**src/design/tjpa_pkg.sv**
```systemverilog
`timescale 1ns / 1ps
// ----------------------------------------------------------------------------
// tjpa_pkg
// Shared types, constants and the microcode store of the tree jump pointer
// ancestor engine.
// ----------------------------------------------------------------------------
package tjpa_pkg;

    // Table geometry
    localparam int NODE_W  = 10;
    localparam int NODES   = 1 << NODE_W;
    localparam int DIST_W  = NODE_W + 1;
    localparam int GUARD_W = NODE_W + 1;
    localparam int MODE_W  = 3;
    localparam int PC_W    = 5;

    typedef logic [NODE_W-1:0]  t_node;
    typedef logic [GUARD_W-1:0] t_guard;
    typedef logic [PC_W-1:0]    t_pc;

    localparam t_node DEPTH_MAX = '1;

    // Item modes
    localparam logic [MODE_W-1:0] MODE_ROOT = 3'd0;
    localparam logic [MODE_W-1:0] MODE_ADD  = 3'd1;
    localparam logic [MODE_W-1:0] MODE_KTH  = 3'd2;
    localparam logic [MODE_W-1:0] MODE_LCA  = 3'd3;
    localparam logic [MODE_W-1:0] MODE_DIST = 3'd4;

    // One table entry: parent, jump pointer, depth
    typedef struct packed {
        t_node par;
        t_node jmp;
        t_node dep;
    } t_entry;

    // Table access from the datapath
    typedef struct packed {
        logic   rd0_en;
        t_node  rd0_addr;
        logic   rd1_en;
        t_node  rd1_addr;
        logic   wr_en;
        t_node  wr_addr;
        t_entry wr_data;
    } t_mem_req;

    // Datapath actions
    typedef enum logic [3:0] {
        OP_NONE        = 4'd0,
        OP_ACCEPT      = 4'd1,
        OP_ROOT_WR     = 4'd2,
        OP_ADD_SAVE    = 4'd3,
        OP_ADD_WR      = 4'd4,
        OP_GUARD_CLR   = 4'd5,
        OP_KTH_TGT     = 4'd6,
        OP_CLIMB_STEP  = 4'd7,
        OP_KTH_RES     = 4'd8,
        OP_LCA_ORDER   = 4'd9,
        OP_LCA_STEP    = 4'd10,
        OP_EMIT        = 4'd11
    } t_op;

    // Read port 0 address source
    typedef enum logic [2:0] {
        RD0_NONE       = 3'd0,
        RD0_A          = 3'd1,
        RD0_B          = 3'd2,
        RD0_NEXT_CLIMB = 3'd3,
        RD0_NEXT_A     = 3'd4
    } t_rd0_sel;

    // Read port 1 address source
    typedef enum logic [2:0] {
        RD1_NONE       = 3'd0,
        RD1_B          = 3'd1,
        RD1_Q0_JMP     = 3'd2,
        RD1_Q1_JMP     = 3'd3,
        RD1_NEXT_B     = 3'd4
    } t_rd1_sel;

    // Sequencing
    typedef enum logic [2:0] {
        BR_NEXT        = 3'd0,
        BR_GOTO        = 3'd1,
        BR_IF_GOTO     = 3'd2,
        BR_IF_STAY     = 3'd3,
        BR_DISPATCH    = 3'd4
    } t_br;

    typedef enum logic [1:0] {
        COND_NONE        = 2'd0,
        COND_CLIMB_DONE  = 2'd1,
        COND_LCA_DONE    = 2'd2,
        COND_OUT_FREE    = 2'd3
    } t_cond;

    typedef struct packed {
        t_op      op;
        t_rd0_sel rd0;
        t_rd1_sel rd1;
        t_br      br;
        t_cond    cond;
        t_pc      target;
    } t_uword;

    // Datapath conditions seen by the sequencer
    typedef struct packed {
        logic climb_done;
        logic lca_done;
        logic out_free;
    } t_status;

    // Program addresses
    localparam t_pc PC_IDLE = 5'd0;
    localparam t_pc PC_ROOT = 5'd1;
    localparam t_pc PC_A0   = 5'd2;
    localparam t_pc PC_A1   = 5'd3;
    localparam t_pc PC_A2   = 5'd4;
    localparam t_pc PC_A3   = 5'd5;
    localparam t_pc PC_K0   = 5'd6;
    localparam t_pc PC_K1   = 5'd7;
    localparam t_pc PC_KL0  = 5'd8;
    localparam t_pc PC_KL1  = 5'd9;
    localparam t_pc PC_KFIN = 5'd10;
    localparam t_pc PC_C0   = 5'd11;
    localparam t_pc PC_C1   = 5'd12;
    localparam t_pc PC_C2   = 5'd13;
    localparam t_pc PC_CL0  = 5'd14;
    localparam t_pc PC_CL1  = 5'd15;
    localparam t_pc PC_C3   = 5'd16;
    localparam t_pc PC_C4   = 5'd17;
    localparam t_pc PC_FIN  = 5'd18;

    function automatic t_uword f_uw(t_op op, t_rd0_sel rd0, t_rd1_sel rd1,
                                    t_br br, t_cond cond, t_pc target);
        t_uword w;
        w.op     = op;
        w.rd0    = rd0;
        w.rd1    = rd1;
        w.br     = br;
        w.cond   = cond;
        w.target = target;
        return w;
    endfunction

    // Control store
    function automatic t_uword f_ucode(t_pc pc);
        t_uword w;
        unique case (pc)
            PC_IDLE: w = f_uw(OP_ACCEPT,     RD0_NONE, RD1_NONE,
                              BR_DISPATCH, COND_NONE, PC_IDLE);
            PC_ROOT: w = f_uw(OP_ROOT_WR,    RD0_NONE, RD1_NONE,
                              BR_GOTO, COND_NONE, PC_FIN);
            // add leaf: word(b), word(jump b), word(jump jump b), write
            PC_A0:   w = f_uw(OP_NONE,       RD0_B, RD1_NONE,
                              BR_NEXT, COND_NONE, PC_IDLE);
            PC_A1:   w = f_uw(OP_NONE,       RD0_NONE, RD1_Q0_JMP,
                              BR_NEXT, COND_NONE, PC_IDLE);
            PC_A2:   w = f_uw(OP_ADD_SAVE,   RD0_NONE, RD1_Q1_JMP,
                              BR_NEXT, COND_NONE, PC_IDLE);
            PC_A3:   w = f_uw(OP_ADD_WR,     RD0_NONE, RD1_NONE,
                              BR_GOTO, COND_NONE, PC_FIN);
            // kth ancestor
            PC_K0:   w = f_uw(OP_GUARD_CLR,  RD0_A, RD1_NONE,
                              BR_NEXT, COND_NONE, PC_IDLE);
            PC_K1:   w = f_uw(OP_KTH_TGT,    RD0_NONE, RD1_NONE,
                              BR_NEXT, COND_NONE, PC_IDLE);
            PC_KL0:  w = f_uw(OP_NONE,       RD0_NONE, RD1_Q0_JMP,
                              BR_IF_GOTO, COND_CLIMB_DONE, PC_KFIN);
            PC_KL1:  w = f_uw(OP_CLIMB_STEP, RD0_NEXT_CLIMB, RD1_NONE,
                              BR_GOTO, COND_NONE, PC_KL0);
            PC_KFIN: w = f_uw(OP_KTH_RES,    RD0_NONE, RD1_NONE,
                              BR_GOTO, COND_NONE, PC_FIN);
            // common ancestor / distance
            PC_C0:   w = f_uw(OP_NONE,       RD0_A, RD1_B,
                              BR_NEXT, COND_NONE, PC_IDLE);
            PC_C1:   w = f_uw(OP_LCA_ORDER,  RD0_NONE, RD1_NONE,
                              BR_NEXT, COND_NONE, PC_IDLE);
            PC_C2:   w = f_uw(OP_NONE,       RD0_A, RD1_NONE,
                              BR_NEXT, COND_NONE, PC_IDLE);
            PC_CL0:  w = f_uw(OP_NONE,       RD0_NONE, RD1_Q0_JMP,
                              BR_IF_GOTO, COND_CLIMB_DONE, PC_C3);
            PC_CL1:  w = f_uw(OP_CLIMB_STEP, RD0_NEXT_CLIMB, RD1_NONE,
                              BR_GOTO, COND_NONE, PC_CL0);
            PC_C3:   w = f_uw(OP_GUARD_CLR,  RD0_A, RD1_B,
                              BR_NEXT, COND_NONE, PC_IDLE);
            PC_C4:   w = f_uw(OP_LCA_STEP,   RD0_NEXT_A, RD1_NEXT_B,
                              BR_IF_STAY, COND_LCA_DONE, PC_FIN);
            PC_FIN:  w = f_uw(OP_EMIT,       RD0_NONE, RD1_NONE,
                              BR_IF_STAY, COND_OUT_FREE, PC_IDLE);
            default: w = f_uw(OP_NONE,       RD0_NONE, RD1_NONE,
                              BR_GOTO, COND_NONE, PC_IDLE);
        endcase
        return w;
    endfunction

    // Entry point of each mode
    function automatic t_pc f_entry(logic [MODE_W-1:0] mode);
        t_pc pc;
        unique case (mode)
            MODE_ROOT: pc = PC_ROOT;
            MODE_ADD:  pc = PC_A0;
            MODE_KTH:  pc = PC_K0;
            MODE_LCA,
            MODE_DIST: pc = PC_C0;
            default:   pc = PC_FIN;
        endcase
        return pc;
    endfunction

endpackage

```
**src/design/tjpa_seq.sv**
```systemverilog
`timescale 1ns / 1ps
// ----------------------------------------------------------------------------
// tjpa_seq
// Microcode sequencer: step counter, control store lookup and branching.
// ----------------------------------------------------------------------------
module tjpa_seq (
    input  logic                          i_clk,
    input  logic                          i_rst_n,
    input  logic                          i_valid,
    input  logic [tjpa_pkg::MODE_W-1:0]   i_mode,
    input  tjpa_pkg::t_status             i_status,
    output tjpa_pkg::t_uword              o_uword,
    output logic                          o_ready
);

    tjpa_pkg::t_pc    r_pc;
    tjpa_pkg::t_pc    n_pc;
    tjpa_pkg::t_uword w_uw;
    logic             w_cond;

    assign w_uw    = tjpa_pkg::f_ucode(r_pc);
    assign o_uword = w_uw;
    assign o_ready = (r_pc == tjpa_pkg::PC_IDLE);

    // condition select
    always_comb begin
        unique case (w_uw.cond)
            tjpa_pkg::COND_CLIMB_DONE: w_cond = i_status.climb_done;
            tjpa_pkg::COND_LCA_DONE:   w_cond = i_status.lca_done;
            tjpa_pkg::COND_OUT_FREE:   w_cond = i_status.out_free;
            default:                   w_cond = 1'b0;
        endcase
    end

    // next step
    always_comb begin
        unique case (w_uw.br)
            tjpa_pkg::BR_NEXT:     n_pc = r_pc + 1'b1;
            tjpa_pkg::BR_GOTO:     n_pc = w_uw.target;
            tjpa_pkg::BR_IF_GOTO:  n_pc = w_cond ? w_uw.target : r_pc + 1'b1;
            tjpa_pkg::BR_IF_STAY:  n_pc = w_cond ? w_uw.target : r_pc;
            tjpa_pkg::BR_DISPATCH: n_pc = i_valid ? tjpa_pkg::f_entry(i_mode) : r_pc;
            default:               n_pc = tjpa_pkg::PC_IDLE;
        endcase
    end

    always_ff @(posedge i_clk) begin
        if (!i_rst_n) begin
            r_pc <= tjpa_pkg::PC_IDLE;
        end else begin
            r_pc <= n_pc;
        end
    end

endmodule

```
**config.mk**
```make
export PLATFORM = sky130hd
export DESIGN_NAME = tjpa_seq
export DESIGN_NICKNAME = d
export VERILOG_FILES = /design/src/design/tjpa_pkg.sv /design/src/design/tjpa_seq.sv
export SDC_FILE = /design/constraint.sdc
export NUM_CORES = 1
export LEC_CHECK = 0
export ABC_CLOCK_PERIOD_IN_PS = 4600
export BUFFER_PORTS_ARGS = -buffer_cell sky130_fd_sc_hd__buf_2
export CAP_MARGIN = 20
export CORE_AREA = 10 10 69 71
export CTS_CLUSTER_DIAMETER = 120
export DETAILED_ROUTE_END_ITERATION = 10
export DIE_AREA = 0 0 79 81
export GPL_TIMING_DRIVEN = 0
export HOLD_SLACK_MARGIN = 0.15
export PLACE_DENSITY = 0.73
export SKIP_CTS_REPAIR_TIMING = 1
export SYNTH_ARGS = -nofsm -noshare
export SYNTH_HDL_FRONTEND = slang
export SYNTH_SLANG_ARGS = --single-unit
```
**constraint.sdc**
```tcl
create_clock -name i_clk -period 4.6 [get_ports i_clk]
set_input_delay 0.23 -clock i_clk [delete_from_list [all_inputs] [get_ports i_clk]]
set_output_delay 0.23 -clock i_clk [all_outputs]
set_load 0.02 [all_outputs]
```
Word-level counts from Yosys, hierarchy flattened
Memories as Yosys holds them, arrays and structs flattened. A register that Yosys moved wholly into a read port is not among the register bits. Cells that the tools add are included.

ROM bits: 608. Word-level logic and storage cells: 29. Memories kept: 1. Bits in writable memories: 0. Output and inout port bits: 21. Flip-flop bits (word level): 5. Input port bits: 9. Bits in latches: 0.

Memory list: (no name shown) (words 32, width 19, rd ports 1, clocked after Yosys merged registers in 1, write ports 0, RTL line tjpa_pkg.sv:150) `unique case (pc)`.

Multiplexer cells: 8. Div/mod/pow operators: 0. $mul: 0. Reductions and logical operators: 5. $lt $le $gt $ge: 0. Shifts and indexed selects: 0. Equal/unequal tests: 13. Bitwise operators: 0. Add/sub/neg operators: 1.

Operators with widths (number): $mux W5 (5); $pmux W5 S5 (1); $pmux W5 S4 (1); $eq A3 B2 Y1 const B (4); $eq A3 B1 Y1 const B (2); $eq A3 B3 Y1 const B (2); $logic_not A3 Y1 (2); $add A5 B1 Y5 const B (1); $logic_not A5 Y1 (1); $eq A2 B2 Y1 const B (2); $ne A2 B2 Y1 const B (2); $pmux W1 S3 (1); $eq A2 B1 Y1 const B (1); $reduce_and A2 Y1 (1); $reduce_or A2 Y1 (1).

Depth between registers and ports, before layout
Gate-level depths: netlist of run 1.

Depth in word-level cells: 7. Depth in mapped cells: 13. Mapped depth without buffers: 11.

Least setup slack after synthesis of run 1
No wires, ideal clock.

Path kind: register to register. From: register o_uword[5] (netlist name). To: register o_uword[10] (netlist name). Path slack: 1.709 ns. Setup time: 0.074 ns. Path buffers: 0. Cell stages (with the launch flop): 11. Arrival time: 2.817 ns. Period minus slack after synthesis: 2.891 ns. Data required time: 4.526 ns. Path through: dfxtp_1 > mux2_4 > a2111oi_2 > or2_2 > o2bb2ai_1 > nand2_1 > inv_1 > ha_1 > inv_1 > or4_1 > a31oi_1.

Cells in the longest elaborated chain, start to end: 6. Elaborated cells between the ends (all ways): 10. Those cells by class: eq/ne: 4; mux: 5; reduce/logical: 1.

Ends and longest elaborated chain: $eq A2 B2 Y1 / $eq A2 B1 Y1 (equally long branches) (RTL line tjpa_seq.sv:27) `unique case (w_uw.cond)`; $pmux W1 S3 * (RTL line tjpa_seq.sv:27); $mux W5 / $ne A2 B2 Y1 (equally long branches); $pmux W5 S5 / $reduce_and A2 Y1 (equally long branches); $mux W5 (no line) * (2 in a row).

Mark *: on every way between the ends. The rest lies on a longest branch, timed or not. A chain may end at the register's enable or synchronous reset.

Final worst setup path of run 1
From: register o_uword[5] (netlist name). To: register o_uword[10] (netlist name).

Cells in the longest elaborated chain, start to end: 6. Elaborated cells between the ends (all ways): 10. Those cells by class: eq/ne: 4; mux: 5; reduce/logical: 1.

Ends and longest elaborated chain (RTL line): $eq A2 B2 Y1 / $eq A2 B1 Y1 (equally long branches) (tjpa_seq.sv:27); $pmux W1 S3 * (tjpa_seq.sv:27); $mux W5 / $ne A2 B2 Y1 (equally long branches); $pmux W5 S5 / $reduce_and A2 Y1 (equally long branches); $mux W5 (no line) * (2 in a row).

Marks and branches as above.

==> results.yml, run 1 <==
placement:
  portBuffers: 28
  place_hpwl_mm: 2.86
  place.gp.congestion: 0.887
  pre_cts_slack_ns: 1.47
detailed_routing:
  vias_per_cell: 5.38
  drt_first_iter_violations: 92
  routed_wl_mm: 3.56
  drc: 0
  firstDrtPassIters: 4
  antenna_left: 0
  vias: 1356
  wl_per_cell_um: 14.1
final_layout:
  final_common_cell: "buf_2"
  synthToLayoutAreaGrowth_pct: 15.1
  nNetsFinal: 221
  finalCoreUtilization_pct: 49.0
  n_fill_cell: 362
  antenna_cells: 0
  mostFrequentLayoutCells: "buf_2, dfxtp_1, inv_1, nor2_1, nand2_1"
  drive_gt1_share_pct: 27.0
power_and_ir_drop:
  finalPower_mw: 1.12
  p_leak_nw: 0.812
  ir_drop_uv: 309
  power_density_nw_per_um2: 647
global_route:
  globalRoute.totalOverflow: 0
  grt_pass1_wl_mm: 6.24
  antenna_found_initial: 0
  grt_pass1_vias: 1382
  grt_max_degree: 13
  track_usage_pct: 11.8
sta:
  hold_viol_final: 0
  slew_headroom_pct: 64.8
  fmax_mhz: 306
  whs_ns: 0.263
  fin_crit_sh_pct: 71.1
  setup_viol_count_final: 0
  rsz0062_at_grt: "false"
  slew_violations: 0
  final.setup.worst_slack_ns: 1.33
  tightest_slew_ns: 0.526
  fin_skew_ns: 0.000682
  setup_tns_ns: 0
  period_minus_slack_ns: 3.27
synthesis:
  synth_top_cell_by_area: "dfxtp_1"
  synthAdderAreaFrac_pct: 5.83
  yosys_register_bits: 23
  synthDistinctLibCells: 62
  synth_top_family_by_area: "compound AO/OA/AOI/OAI gates"
  synth_mux_area_share_pct: 4.42
  synth_nets: 188
  synthArstFlopShare_pct: 0
  synth_compound_area_share_pct: 28.6
  ys_seq_area_share_pct: 30.7
  synth-edff-count: 0
  synthSimpleGateAreaFrac_pct: 22.1
  synthFlopType: "dfxtp_1"
  synth_area_leaders: "dfxtp_1, ha_1, inv_1"
  syn_inst: 172
  yosysTopAreaCellShare_pct: 30.7
  synth-xor-area-share_pct: 1.75
  synth-warning-count: 0
  syn_area_sq_um: 1500
  avgSynthCellArea_sq_um: 8.73
clock_network:
  clock_latency_ns: 0.31
  root_buffer: "clkbuf_4"
  path_clk_slew_ns: 0.11
  cts_tree: "done"
  cts_inserted_buffers: 3
  cts.sinks: 23
  clock_path_buffers: 2
  htreeDepth: 1
die:
  die-area_sq_um: 6400
  die_h_um: 81
  fp-row-count: 22
  chipWidth_um: 79
  initial_core_util_pct: 42.6
  core_sq_um: 3520
  io_pins: 30
setup_path:
  worstSetupStartpointType: "flop"
  crit_arrival_ns: 3.50
  endpoint_kind: "flop"
  worstPathMaxFanout: 6
  worstPathRequired_ns: 4.83
  crit_type: "reg2reg"
min_path:
  hp-class: "in2reg"
job:
  max-cap-violations: 0
outcome:
  outcome: "complete, no violations"
-- sequential cells by signal, summed over array words and instances (netlist names) --
name,flops
o_uword,18
r_pc,5
-- logic make-up after synthesis --
family,count (synthesis)
adders and majority gates,7
xor gates and xnor gates,3
and+or+nand+nor,57
other,1
buffers and inverters,21
DFF,23
muxes,6
AOI/OAI and AO/OA,54
-- final cells by class --
type	count	area (sq um)	share of cell area [%]
buffer	6	40.0	2.32
clock buffer	4	26.3	1.52
inverter	15	56.3	3.26
multi-input combinational	128	945	54.7
sequential	23	460	26.6
tap	48	60.1	3.48
timing repair buffer	28	140	8.11
-- layer usage --
metal,up-vias,part of all wire [%],track usage (%)
met5,-,0,0
met4,0,2.6,5.73
met3,11,6.3,3.09
met2,48,47,19.3
met1,609,44,14.0
li1,688,-,-
-- critical path: stages, from the launching register on --
cell and delay (ns):
dfxtp_1 0.39, mux2_4 0.35, a2111oi_2 0.57, or2_2 0.27, o2bb2ai_1 0.22, nand2_1 0.24, inv_1 0.10, ha_1 0.20
inv_1 0.09, or4_1 0.53, a31oi_1 0.21
-- path summary, 6_finish.rpt --
kind,startpoint,end,slack [ns],cells after the start
min,i_rst_n,r_pc[4],0.26,3
max reg2reg,o_uword[5],o_uword[10],1.33,10
max,o_uword[5],o_uword[10],1.33,10
min reg2reg,r_pc[1],r_pc[1],0.52,2
-- per-stage QoR --
stage               instances  area, sq um
floorplan                 172         1500
CTS                       252         1730
global placement          248         1700
detailed placement        248         1700
finish                    252         1730
global route              252         1730
-- cells in the mapped netlist (3+ instances only) --
cell / n
mux2i_1: 4
o21ai_0: 6
nand2b_1: 4
nand2_1: 11
a21oi_1: 9
inv_1: 14
nand3_1: 3
o21a_1: 4
o21ai_1: 5
and2_1: 4
dfxtp_1: 23
nor3_1: 5
nor2_1: 14
ha_1: 7
-- power breakdown --
part	total, mW	internal, mW	switching [mW]
clock	0.0908	0.0339	0.0569
sequential	0.311	0.266	0.0449
combinational	0.717	0.269	0.448
Note: power is estimated with default switching activity, not from simulation.
==> run 2: changes to the inputs <==
--- a/config.mk
+++ b/config.mk
@@ -5,7 +5,7 @@
 export SDC_FILE = /design/constraint.sdc
 export NUM_CORES = 1
 export LEC_CHECK = 0
-export ABC_CLOCK_PERIOD_IN_PS = 4600
+export ABC_CLOCK_PERIOD_IN_PS = 3030
 export BUFFER_PORTS_ARGS = -buffer_cell sky130_fd_sc_hd__buf_2
 export CAP_MARGIN = 20
 export CORE_AREA = 10 10 69 71
==> constraint.sdc (replaced) <==
create_clock -name i_clk -period 3.03 [get_ports i_clk]
set_input_delay 0.1515 -clock i_clk [delete_from_list [all_inputs] [get_ports i_clk]]
set_output_delay 0.1515 -clock i_clk [all_outputs]
set_load 0.02 [all_outputs]
==> run 2 against run 1 <==
  * Die area did not move
  * Worst hold slack got worse by 0.069 ns
  * Routed wire length is 6.4% higher
  * Non-clock buffer count is 3 higher
  * Sequential share of layout area down 0.71 points
  * Clock-buffer cell count is the same
  * Highest routed layer unchanged
==> results.yml, run 2 (synthesis results as in run 1) <==
outcome:
  outcome: "complete, no violations"
clock_network:
  cts.sinks: 23
  clock_latency_ns: 0.31
  cts_inserted_buffers: 3
  htreeDepth: 1
  cts_tree: "done"
  path_clk_slew_ns: 0.12
  clock_path_buffers: 2
  root_buffer: "clkbuf_4"
setup_path:
  r2r_end: "o_uword[10]"
  slowest_stage: "or4_1"
  path_cells: "buf_2 > or3b_1 > nor2_2 > or2_4 > o2bb2ai_2 > nand2_2 > inv_1 > ha_2 > inv_1 > or4_1 > a31oi_2"
  crit_type: "reg2reg"
  crit_buf_inv: 3
  crit_family: "simple AND/OR/NAND/NOR gates"
  rr_startpoint: "o_uword[9]"
  worstPathMaxFanout: 10
  worstSetupStartpointType: "flop"
  path_depth: 11
  cpMostUsedCell: "inv_1"
  worstPathRequired_ns: 3.26
  reg2reg_depth: 11
  crit_arrival_ns: 3.18
  endpoint_kind: "flop"
  critPathLaunch: "o_uword[9]"
  r2r_setup_slack_ns: 0.08
  cpPeakStageDelay_ns: 0.57
final_layout:
  final_common_cell: "buf_2"
  mostFrequentLayoutCells: "buf_2, dfxtp_1, inv_1, nor2_1, nand2_1"
  antenna_cells: 0
  final_cells: 255
  nNetsFinal: 224
  drive_gt1_share_pct: 31.9
  synthToLayoutAreaGrowth_pct: 19.5
  finalCoreUtilization_pct: 50.9
  largest_reg_flops: 18
die:
  io_pins: 30
  die-area_sq_um: 6400
  core_sq_um: 3520
  fp-row-count: 22
  initial_core_util_pct: 42.6
  chipWidth_um: 79
  die_h_um: 81
power_and_ir_drop:
  power_density_nw_per_um2: 985
  ir_drop_uv: 487
  finalPower_mw: 1.77
  p_leak_nw: 0.828
min_path:
  hold_start: "i_rst_n"
  holdPathStages: 3
  holdPathEnd: "r_pc[4]"
  hp-class: "in2reg"
global_route:
  globalRoute.totalOverflow: 0
  grt_pass1_vias: 1382
  antenna_found_initial: 0
  grt_max_degree: 13
  grt_pass1_wl_mm: 6.24
  track_usage_pct: 11.8
detailed_routing:
  vias_per_cell: 5.45
  firstDrtPassIters: 4
  drt_first_iter_violations: 88
  vias: 1390
  routed_wl_mm: 3.79
  wl_per_cell_um: 14.9
  drc: 0
  antenna_left: 0
sta:
  period_minus_slack_ns: 2.95
  fin_crit_sh_pct: 97.3
  setup_viol_count_final: 0
  hold_viol_final: 0
  slew_violations: 0
  fin_skew_ns: 0.00279
  fmax_mhz: 339
job:
  max-cap-violations: 0
placement:
  portBuffers: 28
  post-place-cells: 248
  place_hpwl_mm: 2.86
  place.gp.congestion: 0.887
-- run 2: cell type report --
| class | instances | area [sq um] |
|---|---|---|
| multi-input combinational | 128 | 983 |
| inverter | 15 | 56.3 |
| buffer | 6 | 40.0 |
| fill | 361 | 1730 |
| tap | 48 | 60.1 |
| sequential | 23 | 465 |
| clock buffer | 4 | 26.3 |
| timing repair buffer | 31 | 163 |
-- run 2: where the power goes --
group          internal [mW]  leakage (nW)  total (mW)  switching (mW)
Sequential             0.406         0.190       0.479          0.0722
Clock                 0.0514        0.0150       0.137          0.0859
Combinational          0.439         0.623        1.15           0.712
-- run 2: through the flow --
step | worst slack, ns | hold slack [ns] | TNS, ns | area (sq um)
2_1_floorplan | 0.139 | 0.282 | 0 | 1500
3_3_place_gp | -0.0743 | 0.512 | -0.0886 | 1700
3_5_place_dp | -0.103 | 0.510 | -0.133 | 1700
4_1_cts | -0.191 | 0.173 | -0.264 | 1730
5_1_grt | -0.0204 | 0.201 | -0.0204 | 1790
6_report | 0.0808 | 0.194 | 0 | 1790
-- run 2: routing by layer --
metal,track usage [%],vias up,part of all wire (%)
met5,0,-,0
met4,5.73,0,2.3
met3,3.09,9,5.6
met2,19.3,39,49
met1,14.0,648,43
li1,-,694,-
-- run 2: worst max path at each step --
| stage | to | slack [ns] |
|---|---|---|
| detailed placement | o_uword[10] | -0.10 |
| global placement | o_uword[10] | -0.07 |
| global route | o_uword[10] | -0.02 |
| finish | o_uword[10] | 0.08 |
| CTS | o_uword[10] | -0.19 |
| floorplan | o_uword[10] | 0.14 |
-- run 2: worst reg2reg max path, delay by kind of cell, from the launching register on --
family	cells	cell delay, ns
DFF	1	0.34
adders and majority gates	1	0.19
AOI/OAI and AO/OA	2	0.36
and+or+nand+nor	5	1.58
buffers and inverters	3	0.40
