--- config.mk ---
export PLATFORM = sky130hd
export DESIGN_NAME = tjpa_dp
export DESIGN_NICKNAME = d
export VERILOG_FILES = /design/src/design/tjpa_pkg.sv /design/src/design/tjpa_dp.sv
export SDC_FILE = /design/constraint.sdc
export NUM_CORES = 1
export LEC_CHECK = 0
export ABC_AREA = 1
export BUFFER_PORTS_ARGS = -buffer_cell sky130_fd_sc_hd__buf_4
export CAP_MARGIN = 40
export CORE_MARGIN = 4
export CORE_UTILIZATION = 39
export DETAILED_ROUTE_END_ITERATION = 7
export PLACE_DENSITY = 0.68
export SLEW_MARGIN = 20
export SYNTH_ARGS = -nofsm -noshare
export SYNTH_HDL_FRONTEND = slang
export SYNTH_SLANG_ARGS = --single-unit
--- constraint.sdc ---
create_clock -name i_clk -period 3.99 [get_ports i_clk]
set_input_delay 0.399 -clock i_clk [delete_from_list [all_inputs] [get_ports i_clk]]
set_output_delay 0.399 -clock i_clk [all_outputs]
set_load 0.01 [all_outputs]
--- src/design/tjpa_pkg.sv ---
`timescale 1ns / 1ps
// ----------------------------------------------------------------------------
// tjpa_pkg
// Shared types, constants and the microcode store of the tree jump pointer
// ancestor engine.
// ----------------------------------------------------------------------------
package tjpa_pkg;

    // Table geometry
    localparam int NODE_W  = 10;
    localparam int NODES   = 1 << NODE_W;
    localparam int DIST_W  = NODE_W + 1;
    localparam int GUARD_W = NODE_W + 1;
    localparam int MODE_W  = 3;
    localparam int PC_W    = 5;

    typedef logic [NODE_W-1:0]  t_node;
    typedef logic [GUARD_W-1:0] t_guard;
    typedef logic [PC_W-1:0]    t_pc;

    localparam t_node DEPTH_MAX = '1;

    // Item modes
    localparam logic [MODE_W-1:0] MODE_ROOT = 3'd0;
    localparam logic [MODE_W-1:0] MODE_ADD  = 3'd1;
    localparam logic [MODE_W-1:0] MODE_KTH  = 3'd2;
    localparam logic [MODE_W-1:0] MODE_LCA  = 3'd3;
    localparam logic [MODE_W-1:0] MODE_DIST = 3'd4;

    // One table entry: parent, jump pointer, depth
    typedef struct packed {
        t_node par;
        t_node jmp;
        t_node dep;
    } t_entry;

    // Table access from the datapath
    typedef struct packed {
        logic   rd0_en;
        t_node  rd0_addr;
        logic   rd1_en;
        t_node  rd1_addr;
        logic   wr_en;
        t_node  wr_addr;
        t_entry wr_data;
    } t_mem_req;

    // Datapath actions
    typedef enum logic [3:0] {
        OP_NONE        = 4'd0,
        OP_ACCEPT      = 4'd1,
        OP_ROOT_WR     = 4'd2,
        OP_ADD_SAVE    = 4'd3,
        OP_ADD_WR      = 4'd4,
        OP_GUARD_CLR   = 4'd5,
        OP_KTH_TGT     = 4'd6,
        OP_CLIMB_STEP  = 4'd7,
        OP_KTH_RES     = 4'd8,
        OP_LCA_ORDER   = 4'd9,
        OP_LCA_STEP    = 4'd10,
        OP_EMIT        = 4'd11
    } t_op;

    // Read port 0 address source
    typedef enum logic [2:0] {
        RD0_NONE       = 3'd0,
        RD0_A          = 3'd1,
        RD0_B          = 3'd2,
        RD0_NEXT_CLIMB = 3'd3,
        RD0_NEXT_A     = 3'd4
    } t_rd0_sel;

    // Read port 1 address source
    typedef enum logic [2:0] {
        RD1_NONE       = 3'd0,
        RD1_B          = 3'd1,
        RD1_Q0_JMP     = 3'd2,
        RD1_Q1_JMP     = 3'd3,
        RD1_NEXT_B     = 3'd4
    } t_rd1_sel;

    // Sequencing
    typedef enum logic [2:0] {
        BR_NEXT        = 3'd0,
        BR_GOTO        = 3'd1,
        BR_IF_GOTO     = 3'd2,
        BR_IF_STAY     = 3'd3,
        BR_DISPATCH    = 3'd4
    } t_br;

    typedef enum logic [1:0] {
        COND_NONE        = 2'd0,
        COND_CLIMB_DONE  = 2'd1,
        COND_LCA_DONE    = 2'd2,
        COND_OUT_FREE    = 2'd3
    } t_cond;

    typedef struct packed {
        t_op      op;
        t_rd0_sel rd0;
        t_rd1_sel rd1;
        t_br      br;
        t_cond    cond;
        t_pc      target;
    } t_uword;

    // Datapath conditions seen by the sequencer
    typedef struct packed {
        logic climb_done;
        logic lca_done;
        logic out_free;
    } t_status;

    // Program addresses
    localparam t_pc PC_IDLE = 5'd0;
    localparam t_pc PC_ROOT = 5'd1;
    localparam t_pc PC_A0   = 5'd2;
    localparam t_pc PC_A1   = 5'd3;
    localparam t_pc PC_A2   = 5'd4;
    localparam t_pc PC_A3   = 5'd5;
    localparam t_pc PC_K0   = 5'd6;
    localparam t_pc PC_K1   = 5'd7;
    localparam t_pc PC_KL0  = 5'd8;
    localparam t_pc PC_KL1  = 5'd9;
    localparam t_pc PC_KFIN = 5'd10;
    localparam t_pc PC_C0   = 5'd11;
    localparam t_pc PC_C1   = 5'd12;
    localparam t_pc PC_C2   = 5'd13;
    localparam t_pc PC_CL0  = 5'd14;
    localparam t_pc PC_CL1  = 5'd15;
    localparam t_pc PC_C3   = 5'd16;
    localparam t_pc PC_C4   = 5'd17;
    localparam t_pc PC_FIN  = 5'd18;

    function automatic t_uword f_uw(t_op op, t_rd0_sel rd0, t_rd1_sel rd1,
                                    t_br br, t_cond cond, t_pc target);
        t_uword w;
        w.op     = op;
        w.rd0    = rd0;
        w.rd1    = rd1;
        w.br     = br;
        w.cond   = cond;
        w.target = target;
        return w;
    endfunction

    // Control store
    function automatic t_uword f_ucode(t_pc pc);
        t_uword w;
        unique case (pc)
            PC_IDLE: w = f_uw(OP_ACCEPT,     RD0_NONE, RD1_NONE,
                              BR_DISPATCH, COND_NONE, PC_IDLE);
            PC_ROOT: w = f_uw(OP_ROOT_WR,    RD0_NONE, RD1_NONE,
                              BR_GOTO, COND_NONE, PC_FIN);
            // add leaf: word(b), word(jump b), word(jump jump b), write
            PC_A0:   w = f_uw(OP_NONE,       RD0_B, RD1_NONE,
                              BR_NEXT, COND_NONE, PC_IDLE);
            PC_A1:   w = f_uw(OP_NONE,       RD0_NONE, RD1_Q0_JMP,
                              BR_NEXT, COND_NONE, PC_IDLE);
            PC_A2:   w = f_uw(OP_ADD_SAVE,   RD0_NONE, RD1_Q1_JMP,
                              BR_NEXT, COND_NONE, PC_IDLE);
            PC_A3:   w = f_uw(OP_ADD_WR,     RD0_NONE, RD1_NONE,
                              BR_GOTO, COND_NONE, PC_FIN);
            // kth ancestor
            PC_K0:   w = f_uw(OP_GUARD_CLR,  RD0_A, RD1_NONE,
                              BR_NEXT, COND_NONE, PC_IDLE);
            PC_K1:   w = f_uw(OP_KTH_TGT,    RD0_NONE, RD1_NONE,
                              BR_NEXT, COND_NONE, PC_IDLE);
            PC_KL0:  w = f_uw(OP_NONE,       RD0_NONE, RD1_Q0_JMP,
                              BR_IF_GOTO, COND_CLIMB_DONE, PC_KFIN);
            PC_KL1:  w = f_uw(OP_CLIMB_STEP, RD0_NEXT_CLIMB, RD1_NONE,
                              BR_GOTO, COND_NONE, PC_KL0);
            PC_KFIN: w = f_uw(OP_KTH_RES,    RD0_NONE, RD1_NONE,
                              BR_GOTO, COND_NONE, PC_FIN);
            // common ancestor / distance
            PC_C0:   w = f_uw(OP_NONE,       RD0_A, RD1_B,
                              BR_NEXT, COND_NONE, PC_IDLE);
            PC_C1:   w = f_uw(OP_LCA_ORDER,  RD0_NONE, RD1_NONE,
                              BR_NEXT, COND_NONE, PC_IDLE);
            PC_C2:   w = f_uw(OP_NONE,       RD0_A, RD1_NONE,
                              BR_NEXT, COND_NONE, PC_IDLE);
            PC_CL0:  w = f_uw(OP_NONE,       RD0_NONE, RD1_Q0_JMP,
                              BR_IF_GOTO, COND_CLIMB_DONE, PC_C3);
            PC_CL1:  w = f_uw(OP_CLIMB_STEP, RD0_NEXT_CLIMB, RD1_NONE,
                              BR_GOTO, COND_NONE, PC_CL0);
            PC_C3:   w = f_uw(OP_GUARD_CLR,  RD0_A, RD1_B,
                              BR_NEXT, COND_NONE, PC_IDLE);
            PC_C4:   w = f_uw(OP_LCA_STEP,   RD0_NEXT_A, RD1_NEXT_B,
                              BR_IF_STAY, COND_LCA_DONE, PC_FIN);
            PC_FIN:  w = f_uw(OP_EMIT,       RD0_NONE, RD1_NONE,
                              BR_IF_STAY, COND_OUT_FREE, PC_IDLE);
            default: w = f_uw(OP_NONE,       RD0_NONE, RD1_NONE,
                              BR_GOTO, COND_NONE, PC_IDLE);
        endcase
        return w;
    endfunction

    // Entry point of each mode
    function automatic t_pc f_entry(logic [MODE_W-1:0] mode);
        t_pc pc;
        unique case (mode)
            MODE_ROOT: pc = PC_ROOT;
            MODE_ADD:  pc = PC_A0;
            MODE_KTH:  pc = PC_K0;
            MODE_LCA,
            MODE_DIST: pc = PC_C0;
            default:   pc = PC_FIN;
        endcase
        return pc;
    endfunction

endpackage

--- src/design/tjpa_dp.sv ---
`timescale 1ns / 1ps
// ----------------------------------------------------------------------------
// tjpa_dp
// Datapath driven by the control word: node registers, target and guard,
// table address selection, result and output register.
// ----------------------------------------------------------------------------
module tjpa_dp (
    input  logic                          i_clk,
    input  logic                          i_rst_n,
    input  tjpa_pkg::t_uword              i_uword,
    input  logic                          i_accept,
    input  logic [tjpa_pkg::MODE_W-1:0]   i_mode,
    input  tjpa_pkg::t_node               i_node_a,
    input  tjpa_pkg::t_node               i_node_b,
    input  tjpa_pkg::t_node               i_steps,
    input  logic                          i_ready,
    input  tjpa_pkg::t_entry              i_q0,
    input  tjpa_pkg::t_entry              i_q1,
    output tjpa_pkg::t_mem_req            o_req,
    output tjpa_pkg::t_status             o_status,
    output logic                          o_valid,
    output tjpa_pkg::t_node               o_result_node,
    output logic [tjpa_pkg::DIST_W-1:0]   o_distance
);

    // working registers
    logic [tjpa_pkg::MODE_W-1:0] r_mode, n_mode;
    tjpa_pkg::t_node             r_a, n_a;
    tjpa_pkg::t_node             r_b, n_b;
    tjpa_pkg::t_node             r_k, n_k;
    tjpa_pkg::t_node             r_t, n_t;
    tjpa_pkg::t_node             r_aux, n_aux;
    tjpa_pkg::t_node             r_da, n_da;
    tjpa_pkg::t_node             r_db, n_db;
    tjpa_pkg::t_guard            r_guard, n_guard;
    tjpa_pkg::t_node             r_res, n_res;
    logic [tjpa_pkg::DIST_W-1:0] r_dist, n_dist;

    // output register
    logic                        r_out_valid, n_out_valid;
    tjpa_pkg::t_node             r_out_node, n_out_node;
    logic [tjpa_pkg::DIST_W-1:0] r_out_dist, n_out_dist;

    // derived values
    tjpa_pkg::t_node             w_climb_next;
    tjpa_pkg::t_node             w_lca_next_a;
    tjpa_pkg::t_node             w_lca_next_b;
    logic                        w_jmp_differ;
    logic                        w_guard_live;
    logic                        w_climb_done;
    logic                        w_lca_done;
    logic                        w_out_free;
    tjpa_pkg::t_node             w_kth_tgt;
    tjpa_pkg::t_node             w_new_dep;
    tjpa_pkg::t_node             w_new_jmp;
    logic [tjpa_pkg::DIST_W-1:0] w_twice_ju;
    logic [tjpa_pkg::DIST_W-1:0] w_sum_jj_u;
    logic [tjpa_pkg::DIST_W:0]   w_sum_ab;
    logic [tjpa_pkg::DIST_W:0]   w_twice_res;
    logic [tjpa_pkg::DIST_W-1:0] w_dist_val;

    // climb: jump unless it overshoots the target depth
    assign w_climb_next = (i_q1.dep >= r_t) ? i_q0.jmp : i_q0.par;
    assign w_guard_live = (r_guard < tjpa_pkg::GUARD_W'(tjpa_pkg::NODES));
    assign w_climb_done = !((i_q0.dep > r_t) && w_guard_live);

    // common ancestor walk: jump both while jumps differ, else step to parents
    assign w_jmp_differ = (i_q0.jmp != i_q1.jmp);
    assign w_lca_next_a = w_jmp_differ ? i_q0.jmp : i_q0.par;
    assign w_lca_next_b = w_jmp_differ ? i_q1.jmp : i_q1.par;
    assign w_lca_done   = (r_a == r_b) || !w_guard_live;

    assign w_out_free   = !r_out_valid || i_ready;

    // kth target depth, clamped at the root
    assign w_kth_tgt = (i_q0.dep >= r_k) ? (i_q0.dep - r_k) : '0;

    // skew-binary rule for a new leaf under b (q0 = b, q1 = jump of jump of b)
    assign w_twice_ju = {r_t, 1'b0};
    assign w_sum_jj_u = {1'b0, i_q1.dep} + {1'b0, i_q0.dep};
    assign w_new_jmp  = (w_twice_ju == w_sum_jj_u) ? r_aux : r_b;
    assign w_new_dep  = (i_q0.dep < tjpa_pkg::DEPTH_MAX) ? (i_q0.dep + 1'b1)
                                                          : tjpa_pkg::DEPTH_MAX;

    // distance through the common ancestor, floored at zero
    assign w_sum_ab    = {2'b00, r_da} + {2'b00, r_db};
    assign w_twice_res = {1'b0, i_q0.dep, 1'b0};
    assign w_dist_val  = (w_sum_ab >= w_twice_res)
                         ? tjpa_pkg::DIST_W'(w_sum_ab - w_twice_res) : '0;

    assign o_status.climb_done = w_climb_done;
    assign o_status.lca_done   = w_lca_done;
    assign o_status.out_free   = w_out_free;

    // table read addresses and write
    always_comb begin
        o_req.rd0_en   = (i_uword.rd0 != tjpa_pkg::RD0_NONE);
        o_req.rd1_en   = (i_uword.rd1 != tjpa_pkg::RD1_NONE);
        unique case (i_uword.rd0)
            tjpa_pkg::RD0_B:          o_req.rd0_addr = r_b;
            tjpa_pkg::RD0_NEXT_CLIMB: o_req.rd0_addr = w_climb_next;
            tjpa_pkg::RD0_NEXT_A:     o_req.rd0_addr = w_lca_next_a;
            default:                  o_req.rd0_addr = r_a;
        endcase
        unique case (i_uword.rd1)
            tjpa_pkg::RD1_Q0_JMP:     o_req.rd1_addr = i_q0.jmp;
            tjpa_pkg::RD1_Q1_JMP:     o_req.rd1_addr = i_q1.jmp;
            tjpa_pkg::RD1_NEXT_B:     o_req.rd1_addr = w_lca_next_b;
            default:                  o_req.rd1_addr = r_b;
        endcase
        o_req.wr_addr = r_a;
        o_req.wr_en   = 1'b0;
        o_req.wr_data = '{par: r_b, jmp: w_new_jmp, dep: w_new_dep};
        if (i_uword.op == tjpa_pkg::OP_ROOT_WR) begin
            o_req.wr_en   = 1'b1;
            o_req.wr_data = '{par: r_a, jmp: r_a, dep: '0};
        end else if (i_uword.op == tjpa_pkg::OP_ADD_WR) begin
            o_req.wr_en   = 1'b1;
        end
    end

    // register updates per control word
    always_comb begin
        n_mode      = r_mode;
        n_a         = r_a;
        n_b         = r_b;
        n_k         = r_k;
        n_t         = r_t;
        n_aux       = r_aux;
        n_da        = r_da;
        n_db        = r_db;
        n_guard     = r_guard;
        n_res       = r_res;
        n_dist      = r_dist;
        n_out_valid = r_out_valid && !i_ready;
        n_out_node  = r_out_node;
        n_out_dist  = r_out_dist;
        unique case (i_uword.op)
            tjpa_pkg::OP_ACCEPT: begin
                if (i_accept) begin
                    n_mode = i_mode;
                    n_a    = i_node_a;
                    n_b    = i_node_b;
                    n_k    = i_steps;
                    n_res  = i_node_a;
                    n_dist = '0;
                end
            end
            tjpa_pkg::OP_ADD_SAVE: begin
                n_t   = i_q1.dep;
                n_aux = i_q1.jmp;
            end
            tjpa_pkg::OP_GUARD_CLR: begin
                n_guard = '0;
            end
            tjpa_pkg::OP_KTH_TGT: begin
                n_t = w_kth_tgt;
            end
            tjpa_pkg::OP_CLIMB_STEP: begin
                n_a     = w_climb_next;
                n_guard = r_guard + 1'b1;
            end
            tjpa_pkg::OP_KTH_RES: begin
                n_res = r_a;
            end
            tjpa_pkg::OP_LCA_ORDER: begin
                n_da    = i_q0.dep;
                n_db    = i_q1.dep;
                n_guard = '0;
                if (i_q0.dep < i_q1.dep) begin
                    n_a = r_b;
                    n_b = r_a;
                    n_t = i_q0.dep;
                end else begin
                    n_t = i_q1.dep;
                end
            end
            tjpa_pkg::OP_LCA_STEP: begin
                if (w_lca_done) begin
                    n_res = r_a;
                    if (r_mode == tjpa_pkg::MODE_DIST) begin
                        n_dist = w_dist_val;
                    end
                end else begin
                    n_a     = w_lca_next_a;
                    n_b     = w_lca_next_b;
                    n_guard = r_guard + 1'b1;
                end
            end
            tjpa_pkg::OP_EMIT: begin
                if (w_out_free) begin
                    n_out_valid = 1'b1;
                    n_out_node  = r_res;
                    n_out_dist  = r_dist;
                end
            end
            default: begin
            end
        endcase
    end

    // control state
    always_ff @(posedge i_clk) begin
        if (!i_rst_n) begin
            r_out_valid <= 1'b0;
        end else begin
            r_out_valid <= n_out_valid;
        end
    end

    // payload
    always_ff @(posedge i_clk) begin
        r_mode     <= n_mode;
        r_a        <= n_a;
        r_b        <= n_b;
        r_k        <= n_k;
        r_t        <= n_t;
        r_aux      <= n_aux;
        r_da       <= n_da;
        r_db       <= n_db;
        r_guard    <= n_guard;
        r_res      <= n_res;
        r_dist     <= n_dist;
        r_out_node <= n_out_node;
        r_out_dist <= n_out_dist;
    end

    assign o_valid       = r_out_valid;
    assign o_result_node = r_out_node;
    assign o_distance    = r_out_dist;

endmodule

# --- Word level (Yosys, flattened, before mapping) ---
# Cells that the tools add are included.
totals:
  ff_bits: 127
  latchBits: 0
  ram_bits: 0
  rom_bits: 0
  inputBits: 117
  out_inout_bits: 88
  word_cells: 109
  mem_count: 0
op_classes:
  add_sub_neg: 6
  multipliers: 0
  n_div: 0
  magnitude_cmp: 7
  n_eq_ne: 26
  shift: 0
  n_mux: 32
  bitwise_logic: 0
  n_reduce_logical: 24
ops:
  columns: ["cell", "n"]
  rows:
  - ["$pmux W10 S3", 5]
  - ["$mux W10", 14]
  - ["$mux W11", 5]
  - ["$pmux W10 S4", 1]
  - ["$pmux W11 S3", 1]
  - ["$mux W30", 1]
  - ["$add A10 B10 Y11", 2]
  - ["$pmux W11 S2", 1]
  - ["$ge A10 B10 Y1", 2]
  - ["$reduce_bool A3 Y1", 6]
  - ["$eq A4 B3 Y1 const B", 4]
  - ["$eq A4 B4 Y1 const B", 4]
  - ["$eq A3 B2 Y1 const B", 4]
  - ["$reduce_and A4 Y1", 3]
  - ["$add A11 B1 Y11 const B", 1]
  - ["$eq A11 B11 Y1", 1]
  - ["$ge A11 B11 Y1", 1]
  - ["$lt A11 B11 Y1 const B", 1]
  - ["$sub A11 B11 Y11", 1]
  - ["$add A10 B1 Y10 const B", 1]
  - ["$eq A10 B10 Y1", 1]
  - ["$gt A10 B10 Y1", 1]
  - ["$lt A10 B10 Y1", 1]
  - ["$lt A10 B10 Y1 const B", 1]
  - ["15 further kinds", 32]

# --- Longest topological paths before layout ---
depth:
  word_depth: 6
  depth_mapped: 18
  depth_no_buf: 18

# --- Worst setup path before layout ---
# Ideal clock, no wire load.
synth_timing:
  path_kind: "reg2reg"
  from: "register r_da[0]"
  to: "register r_dist[10] (netlist bit) (data pin)"
  setup_ns: 0.266
  arrival_ns: 2.718
  required_ns: 3.724
  setup_slack_ns: 1.006
  path_stages_with_launch: 19
  n_path_buf: 0
  cell_sequence: "edfxtp_1 > ha_1 > fa_1 > a21oi_1 > o21bai_1 > a21oi_1 > nor2_1 > nor2_1 > xor2_1 > inv_1 > ha_1 > nand2_1 > nor2_1 > nand2_1 > nand2_1 > a21oi_1 > o21ai_0 > or2_2 > a21oi_1"
synth_via:
  elab_chain_len: 6
  elab_cells_between_ends: 7
  cone_classes: "2 x add/sub; 1 x order compare; 4 x mux"
synth_lines:
  columns: ["element", "line_no", "text"]
  rows:
  - ["from (decl)", "tjpa_dp.sv:33", "tjpa_pkg::t_node r_da, n_da;"]
  - ["from (signal assigned)", "tjpa_dp.sv:219", "r_da <= n_da;"]
  - ["$add A10 B10 Y11 (*)", "tjpa_dp.sv:86", "assign w_sum_ab = {2'b00, r_da} + {2'b00, r_db};"]
  - ["$sub A11 B11 Y11 / $ge A11 B11 Y1 (equally long branches)", "tjpa_dp.sv:89, tjpa_dp.sv:88", null]
  - ["$mux W11 (*)", "tjpa_dp.sv:89", "? tjpa_pkg::DIST_W'(w_sum_ab - w_twice_res) : '0;"]
  - ["$mux W11 (*)", "tjpa_dp.sv:181", "if (r_mode == tjpa_pkg::MODE_DIST) begin"]
  - ["$mux W11 (*)", "tjpa_dp.sv:179", "if (w_lca_done) begin"]
  - ["$pmux W11 S2 (*)", "tjpa_dp.sv:138", "unique case (i_uword.op)"]
  - ["to (signal assigned)", "tjpa_dp.sv:223", "r_dist <= n_dist;"]
  - ["to (decl)", "tjpa_dp.sv:37", "logic [tjpa_pkg::DIST_W-1:0] r_dist, n_dist;"]
# Every way passes the cells marked *; elsewhere a longest branch is shown, timed or not. The select of a mux whose other input is x is not followed.
# A chain may end at the register's enable or synchronous reset.

==> flow_metrics.tcl <==
set metrics [dict create \
    path_buf_inv 2 \
    syn-cell-area_sq_um 9660 \
    critical-path-slowest-cell "fa_1" \
    first_global_vias 8596 \
    worst_skew_pair.late_latency_ns 0.43 \
    max_freq_mhz 281 \
    postSynthAreaPerCell_sq_um 7.83 \
    peakVddDrop_mv 0.268 \
    worst-setup-path-type "in2out" \
    detailedRoute.firstPassIterationCount 6 \
    grt_max_degree 33 \
    clk_pin_slew_worst_paths_ns 0.07 \
    dr_total_vias 9227 \
    finalSetupViolations 0 \
    post_route_cells_drive_above_1_share_pct 18.4 \
    clock_tree.htree_level_count 4 \
    leakage_nw 5.59 \
    maxCapViolCount 0 \
    hold_viol 0 \
    synth_cell_type_count 46 \
    start_util_pct 39.7 \
    finalWeightedCongestion 0.978 \
    post-synth-top-area-cell "edfxtp_1" \
    cts_hold_repair.buffers 0 \
    timing.critical_path.max_delay_family "simple AND/OR/NAND/NOR gates" \
    timing.critical_path.required_ns 3.59 \
    numCtsBuffers 17 \
    grt_first_pass_wirelength_mm 45.7 \
    tritoncts "yes" \
    post_synth_main_area_contributors "edfxtp_1 39%, nand2_1 12%, ha_1 9.5%" \
    synth_edf_count 126 \
    track_usage_pct 21.8 \
    worstPathArrival_ns 3.16 \
    total_power_w 0.00408 \
    final_worst_slack_ns 0.434 \
    period_needed_ns 3.56 \
    layout_commonest_cell "nand2_1" \
    die_h_microns 165 \
    cp_common_cell "nand2_1" \
    core-area_sq_um 24300 \
    layout-area-overhead-vs-synth_pct 25.3 \
    detailed_place_hpwl_mm 24.3 \
    seq_area_frac_synth_pct 39.4 \
    status "finished, final reports clean" \
    syn_inst 1233 \
    worst-path-max-fanout 11 \
    post_cts_resize_count 0 \
    antennaDiodeCount 0 \
    ctsRootBufferMaster "clkbuf_16" \
    hold_path_class "in2reg" \
    unrepaired_setup_endpoints_after_global_routing "false" \
    number_of_remaining_drc_errors 0 \
    routed_vias_inst 5.22 \
    yosysWarningCount 0 \
    timing_max_transition_violations_final 0 \
    route.final.wire_length_mm 30.3 \
    share_of_the_cycle_needed_by_the_critical_path_after_routing_pct 89.1 \
    layout.filler_cells 2355 \
    synth_top_flop_cell "edfxtp_1" \
    asyncSetResetFlopFracSynth_pct 0 \
    setup_total_negative_slack_ns 0 \
    fin_skew_ns 0.0114 \
    cts_num_sinks 127 \
    overflow 0 \
    placement_rows 57 \
    postCtsSetupRepairBufs 0 \
    postRouteAntennaNets 0 \
    critPathLaunchType "primary input" \
    port_buffers 194 \
    synth.top_cell.area_share_pct 39.2 \
    die_area_sq_um 27300 \
    postSynthNetCount 1427 \
    dr.first_iter.drc_count 848 \
    io_pins 205 \
    crit_path_end_kind "output pin" \
    number_of_synthesized_register_bits 127 \
    die_w_microns 165 \
    wl_per_cell_microns 17.2 \
    grt_antenna_before_repair 0 \
    crit_path_max_incr_delay_ns 0.47 \
    max-clock-path-buffers 2 \
    worst_slew_pin_slew_ns 0.874 \
    slew_headroom_pct 41.5 \
    detailedPlace.worstSlack_ns 0.408 \
    design.final.nets 1624 \
    commonest_non_fill_non_tap_cells_in_the_layout "299 x nand2_1, 210 x buf_4, 178 x inv_1, 126 x edfxtp_1, 101 x nand3_1" \
    critical_path.cell_chain "buf_4, ha_1, fa_1, nand3_1, nand2_1, o21ai_1, nand3_1, nor2_1, nand2_1, nor2_2, nand2_2, nand2_1, nand3_1, nand2_1, buf_4" \
    power_density_nw_per_um2 337 \
]
final timing paths:
| kind | slack (ns) | endpoint | start | depth (start not counted) |
|---|---|---|---|---|
| worst max-delay path | 0.43 | o_req[14] | i_q0[0] | 15 |
| worst max register to register | 0.60 | r_dist[10] | r_da[0] | 18 |
| worst min register to register | 0.42 | o_distance[6] | r_dist[6] | 0 |
| worst min-delay path | 0.14 | r_k[5] | i_steps[5] | 1 |
layer usage:
metal	vias up	track usage, %	share of wire, %
li1	4577	-	-
met1	4225	30.1	43
met2	362	34.3	45
met3	63	4.02	8.0
met4	0	8.29	3.2
met5	-	0	0
worst reg2reg max path, delay by kind of cell, from the launching register on:
kind | cells | cell delay (ns)
DFF | 1 | 0.37
and+or+nand+nor | 7 | 0.76
adders and majority gates | 3 | 1.03
AOI/OAI and AO/OA | 6 | 0.76
xor gates and xnor gates | 1 | 0.16
buffers and inverters | 1 | 0.06
cell families after synthesis:
family,Yosys count,synth area share (%)
flops,127,39.4
xor+xnor,42,3.81
simple gates,571,25.3
buf+inv,216,8.74
mux,1,0.117
fa+ha+maj,77,10.3
compound gates,199,12.3
cell type report:
cell class / instances / area, sq um / area share (%)
Clock inverter: 15 / 175 / 1.45
Sequential cell: 127 / 3800 / 31.4
Multi-Input combinational cell: 890 / 5020 / 41.5
Timing Repair Buffer: 211 / 1590 / 13.1
Tap cell: 324 / 405 / 3.35
Clock buffer: 17 / 425 / 3.51
Inverter: 183 / 687 / 5.67
cells in the mapped netlist, types with 3 or more instances:
| cell | n |
|---|---|
| clkbuf_1 | 18 |
| o21ai_1 | 3 |
| or2_2 | 6 |
| a21o_1 | 4 |
| nand4_1 | 30 |
| or2_1 | 5 |
| nor3_1 | 20 |
| xnor2_1 | 16 |
| o211ai_1 | 32 |
| o21ai_0 | 54 |
| buf_2 | 9 |
| nand3_1 | 101 |
| a21oi_1 | 70 |
| xor2_1 | 26 |
| nor2_1 | 94 |
| fa_1 | 4 |
| a32oi_1 | 10 |
| inv_1 | 178 |
| o21bai_1 | 8 |
| nand2_1 | 299 |
| inv_2 | 4 |
| buf_4 | 4 |
| ha_1 | 73 |
| a31oi_1 | 5 |
| nor4_1 | 6 |
| edfxtp_1 | 126 |
| nor2_2 | 4 |
metrics by stage:
| stage | hold slack (ns) | std cells | util (%) | cell area (sq um) |
|---|---|---|---|---|
| floorplan | 0.400 | 1233 | - | 9660 |
| global placement | 0.402 | 1731 | 47.2 | 11500 |
| detailed placement | 0.405 | 1735 | 47.3 | 11500 |
| CTS | 0.129 | 1767 | 49.8 | 12100 |
| global route | 0.126 | 1767 | 49.8 | 12100 |
| finish | 0.143 | 1767 | 49.8 | 12100 |
power breakdown:
group	leakage [nW]	internal, W	total, W	switching [W]
logic	4.15	0.000372	0.000916	0.000544
registers	1.16	0.00153	0.00157	0.0000433
clock network	0.285	0.000939	0.00158	0.000646
total	5.59	0.00284	0.00408	0.00123
No activity file was read; power rests on OpenSTA's default activity.
